**src/design/quaternion_smallest_three_codec_macros.svh**
```systemverilog
// assertion macros used by the codec module
`ifndef QUATERNION_SMALLEST_THREE_CODEC_MACROS_SVH
`define QUATERNION_SMALLEST_THREE_CODEC_MACROS_SVH

// same-cycle implication, off while reset is high
`define QS3C_ASSERT_IMP(label, clk, rst, ante, cons) \
  label: assert property (@(posedge clk) disable iff (rst) (ante) |-> (cons)) \
    else $error("qs3c check failed");

// next-cycle implication, also checked across reset
`define QS3C_ASSERT_NXT(label, clk, ante, cons) \
  label: assert property (@(posedge clk) (ante) |=> (cons)) \
    else $error("qs3c check failed");

`endif

```
**src/design/qs3c_isqrt.sv**
```systemverilog
// pipelined integer square root, one result bit per stage
module qs3c_isqrt #(
  parameter int RAD_W = 34
) (
  input  logic                 clk,
  input  logic                 en,
  input  logic [RAD_W-1:0]     rad,
  output logic [RAD_W/2-1:0]   root
);

  localparam int N     = RAD_W / 2;
  localparam int REM_W = N + 2;

  logic [RAD_W-1:0] rad_q  [N];
  logic [REM_W-1:0] rem_q  [N];
  logic [N-1:0]     root_q [N];

  for (genvar k = 0; k < N; k++) begin : g_step
    logic [RAD_W-1:0] rad_i;
    logic [REM_W-1:0] rem_i;
    logic [N-1:0]     root_i;
    logic [REM_W+1:0] remx;
    logic [REM_W+1:0] sub;

    if (k == 0) begin : g_first
      assign rad_i  = rad;
      assign rem_i  = '0;
      assign root_i = '0;
    end else begin : g_next
      assign rad_i  = rad_q[k-1];
      assign rem_i  = rem_q[k-1];
      assign root_i = root_q[k-1];
    end

    always_comb begin
      remx = {rem_i, rad_i[RAD_W-1 -: 2]};
      sub  = (REM_W+2)'({root_i, 2'b01});
    end

    always_ff @(posedge clk) begin
      if (en) begin
        rad_q[k] <= rad_i << 2;
        if (remx >= sub) begin
          rem_q[k]  <= REM_W'(remx - sub);
          root_q[k] <= {root_i[N-2:0], 1'b1};
        end else begin
          rem_q[k]  <= REM_W'(remx);
          root_q[k] <= {root_i[N-2:0], 1'b0};
        end
      end
    end
  end

  assign root = root_q[N-1];

endmodule

```
**config.mk**
```make
export PLATFORM = sky130hd
export DESIGN_NAME = qs3c_isqrt
export DESIGN_NICKNAME = d
export VERILOG_FILES = /design/src/design/quaternion_smallest_three_codec_macros.svh /design/src/design/qs3c_isqrt.sv
export SDC_FILE = /design/constraint.sdc
export NUM_CORES = 1
export LEC_CHECK = 0
export ABC_CLOCK_PERIOD_IN_PS = 2600
export BUFFER_PORTS_ARGS = -buffer_cell sky130_fd_sc_hd__buf_2
export CAP_MARGIN = 5
export CORE_MARGIN = 3
export CORE_UTILIZATION = 40
export CTS_CLUSTER_DIAMETER = 200
export DETAILED_ROUTE_END_ITERATION = 12
export SYNTH_ARGS = -nofsm -noshare
export SYNTH_HDL_FRONTEND = slang
export SYNTH_SLANG_ARGS = --single-unit
```
**constraint.sdc**
```tcl
create_clock -name clk -period 2.6 [get_ports clk]
set_input_delay 0.13 -clock clk [delete_from_list [all_inputs] [get_ports clk]]
set_output_delay 0.13 -clock clk [all_outputs]
set_load 0.005 [all_outputs]
```
### Yosys cells after proc, flatten, opt, wreduce, memory -nomap -nowiden

Memory sizes are Yosys's and may differ from the RTL's.
Cells that the tools add are included.

* add/sub/neg operators: 17
* order comparisons: 17
* muxes and demuxes: 138
* bitwise operators: 34

Operators with widths (number)
* 21-bit by 19-bit greater-or-equal comparator with 1-bit output: 16
* 19-bit 2-to-1 mux: 17
* 19-bit subtractor: 16
* 17-bit 2-to-1 mux: 17
* 1-bit 2-to-1 mux: 104
* 1-bit OR: 34
* 2-bit by 1-bit subtractor with 3-bit output, second input constant: 1
* 2-bit by 1-bit greater-or-equal comparator with 1-bit output, second input constant: 1

* bits in registers: 0
* bits in writable memories: 1156
* input port bits: 36
* output and inout bits: 17
* memories kept: 3

Memories
* rad_q: words 17, width 32, read ports 16, clocked after Yosys merged registers in 0, wr ports 17, RTL line qs3c_isqrt.sv:14 `logic [RAD_W-1:0] rad_q [N];`
* rem_q: words 17, width 19, read ports 16, clocked after Yosys merged registers in 0, wr ports 17, RTL line qs3c_isqrt.sv:15 `logic [REM_W-1:0] rem_q [N];`
* root_q: words 17, width 17, read ports 17, clocked after Yosys merged registers in 0, wr ports 17, RTL line qs3c_isqrt.sv:16 `logic [N-1:0] root_q [N];`

### Longest topological paths before layout

An unclocked memory read counts as a cell.

* depth in word-level cells: 6
* gate-level depth with buffers: 12
* gate-level depth less buffers: 10

### Worst setup path before layout

No wires, ideal clock.

* kind: register to register
* start: memory rem_q[5][0] (netlist name)
* end: memory rem_q[6][16] (netlist name), data pin
* arrival time: 2409 ps
* slack: -67 ps
* cell stages (with the launch flop): 9
* buffers on the path: 0
* cells stage by stage: edfxtp_1 -> ha_1 -> o21a_1 -> o21a_1 -> o21bai_1 -> and2_0 -> a2111oi_0 -> nand4b_1 -> xnor2_1

RTL lines (RTL line)
* start: declaration: qs3c_isqrt.sv:15

==> impl_metrics.json <==
{
  "outcome": "finished, violations left",
  "violations": "setup timing",
  "vdd_drop_max_mv": 0.6129,
  "fin_nets": 3105,
  "ios": 53,
  "maxCapViolations": 0,
  "cts.sinks": 707,
  "grt_pass1_wl_um": 104700,
  "synthCells": 2520,
  "clockRootBuffer": "clkbuf_16",
  "ys_seq_area_frac": 0.6444,
  "p_leak_nw": 15.62,
  "clk_pin_slew_worst_paths_ns": 0.06,
  "clk_latency_ns": 0.62,
  "start_util": 0.4062,
  "skew_ns": 0.03066,
  "core_mm2": 0.08107,
  "worst_slack_ns": -0.02385,
  "vias": 20640,
  "drt_iter0_drc": 1326,
  "crit_type": "reg2reg",
  "dpl.hpwl_um": 44570,
  "fmax_ghz": 0.3811,
  "synth_edf_count": 706,
  "rsz0062_at_grt": "true",
  "die_width_um": 292.9,
  "r2r_start": "rem_q[3][4]",
  "gp_congestion": 0.9369,
  "cts_buffer_depth": 3,
  "cp_max_fo": 5,
  "finalSetupViolations": 2,
  "dp_cells": 3794,
  "hold_depth": 2,
  "hold_class": "in2reg",
  "grt_max_degree": 192,
  "worstPathArrival_ns": 2.98,
  "dr.pass1.iters": 7,
  "ys_types": 78,
  "p_per_area_mw_per_mm2": 758.7,
  "area.growth.synth_to_final_pct": 21.87,
  "ant_nets": 0,
  "hold_path_startpoint": "rad[18]",
  "cp.required_ns": 2.95,
  "slew_violations": 0,
  "cp-start-kind": "register",
  "grt_pass1_vias": 20680,
  "min_to": "rad_q[0][18]",
  "rows": 104,
  "layout-drive-gt1-share": 0.2032,
  "r2r_end": "rem_q[4][15]",
  "synth_ff_type": "edfxtp_1",
  "cts.htree.levels": 3,
  "finalCoreUtilization": 0.4950,
  "die_area_mm2": 0.08580,
  "ys_warn_count": 0,
  "period_needed_ns": 2.624,
  "setup_tns_ns": -0.04737,
  "wl_per_cell_um": 16.36,
  "synth-async-reset-ratio": 0,
  "io_buffers": 52,
  "hold_violations": 0,
  "grt_usage": 0.1494,
  "r2r_slack_ns": -0.02,
  "num_antenna_cells": 0,
  "post_synth.cell_area_avg_um2": 13.07,
  "tightest_slew_ns": 0.9369,
  "cts_tree": "yes",
  "synth_area_mm2": 0.03293,
  "cp-end-kind": "register",
  "slew_headroom": 0.3754,
  "layoutNonFillerInstCount": 4017,
  "drc": 0,
  "totalWireLength_um": 65720,
  "syn_nets": 2728,
  "overflow": 0,
  "post-place-ws_ns": -0.1742,
  "die_y_um": 292.9,
  "synth-seq-cells": 707,
  "antenna_found_initial": 0,
  "fin_crit_sh": 1.009,
  "reg2regPathDepth": 6,
  "viasPerCell": 5.137,
  "cts_buffers": 78
}
==> per-stage QoR <==
stage          cell area [um2]  power (mW)  hold WS (ns)
6_report                 40130       30.45        0.2209
5_1_grt                  40130       31.97        0.2034
4_1_cts                  39140       30.47        0.1712
3_5_place_dp             36000       19.59        0.3081
3_3_place_gp             36000       19.44        0.3079
2_1_floorplan            32940       17.83        0.2289
==> sequential cells by signal, indices dropped and copies added, names as in the netlist <==
signal  count
rad_q     272
rem_q     282
root_q    153
==> area by class of cell <==
class                      count  area (um2)
multi-input combinational   1545       11650
sequential                   707       21220
fill                        6857       40940
timing repair buffer         348        2681
clock buffer                  92        2004
inverter                     217       818.3
clock inverter                48       431.7
tap                         1060        1326
==> power breakdown <==
part | total [mW] | internal (mW) | switching (mW)
clock network | 10.5 | 6.13 | 4.39
registers | 14.8 | 14.1 | 0.744
logic | 5.12 | 2.46 | 2.66
==> cells in the final DEF (no fill, tap or decap), types with 10 or more instances in the layout <==
cell	instances
a21o_1	47
a21oi_1	131
and2_1	29
and3_1	14
buf_2	51
buf_4	248
clkbuf_1	14
clkbuf_16	78
clkinv_1	19
clkinv_2	14
dlygate4sd3_1	35
edfxtp_1	706
ha_1	143
ha_4	22
inv_1	213
mux2_2	19
nand2_1	157
nand2b_1	29
nand3_1	30
nand4_1	18
nor2_1	150
nor2b_1	22
nor3_1	42
nor3_2	16
nor4_1	29
nor4_2	10
o211ai_1	12
o21a_1	42
o21ai_0	103
o21ai_1	16
o31ai_1	14
or3_1	16
or4_1	10
xnor2_1	115
xor2_1	96
==> worst max path at each step <==
stage | from | endpoint | slack, ns
2_1_floorplan | rem_q[14][12] | rem_q[15][3] | 0.01
3_5_place_dp | rem_q[12][0] | rem_q[13][15] | -0.17
4_1_cts | root_q[14][7] | rem_q[15][18] | -0.04
3_3_place_gp | rem_q[13][0] | rem_q[14][18] | -0.19
5_1_grt | rem_q[8][4] | rem_q[9][10] | -0.11
6_report | rem_q[3][4] | rem_q[4][15] | -0.02
==> cell families after synthesis <==
kind of cell    count (synthesis)  synth area share
mux                            24          0.008018
fa+ha+maj                     172           0.06535
buf+inv                       268           0.03101
flops                         707            0.6444
compound gates                480           0.09184
simple gates                  657            0.1030
xor+xnor                      212           0.05639
==> critical path, stage by stage, from the launching register on <==
cell and delay (ns):
edfxtp_1 0.39, or4_4 0.57, or3_4 0.35, or2_4 0.26
or4_4 0.58, nor3_4 0.14, xor2_1 0.08
==> synth_stat cells (8+ instances only) <==
library cell | count | share of area
nor4_1 | 43 | 0.0082
mux2_2 | 19 | 0.0065
o21ai_0 | 126 | 0.019
nand4_1 | 18 | 0.0034
inv_1 | 215 | 0.025
o31ai_1 | 19 | 0.0043
nand3_1 | 31 | 0.0047
xor2_1 | 96 | 0.026
ha_1 | 172 | 0.065
a21o_1 | 47 | 0.011
xnor2_1 | 116 | 0.031
edfxtp_1 | 706 | 0.64
nand2b_1 | 31 | 0.0059
and2_1 | 28 | 0.0053
or2_2 | 10 | 0.0019
o211ai_1 | 12 | 0.0027
and3_1 | 15 | 0.0028
a31oi_1 | 11 | 0.0021
nor3_1 | 58 | 0.0088
o21a_1 | 43 | 0.0098
nor2_1 | 153 | 0.017
nand2_1 | 159 | 0.018
and4_1 | 8 | 0.0021
a21oi_1 | 139 | 0.021
nand4b_1 | 8 | 0.0021
or3_1 | 20 | 0.0038
a21boi_0 | 9 | 0.0021
nor2b_1 | 22 | 0.0042
or4_1 | 15 | 0.0034
clkbuf_1 | 42 | 0.0048
a211oi_1 | 9 | 0.0021
==> repair_timing <==
item,in CTS,in global routing
gates resized for setup,51,143
pin swaps,15,40
buffers inserted,13,35
endpoints found under the hold margin,43,0
setup endpoints to repair,105,167
hold buffers,35,0
==> routing by layer <==
metal	wire length (um)	vias to the layer above	track usage
met5	0	-	0
met4	2521	0	0.06410
met3	2485	161	0.02169
met2	31570	438	0.2501
met1	29150	9948	0.1950
li1	-	10090	-
(Power assumes the default switching activity.)
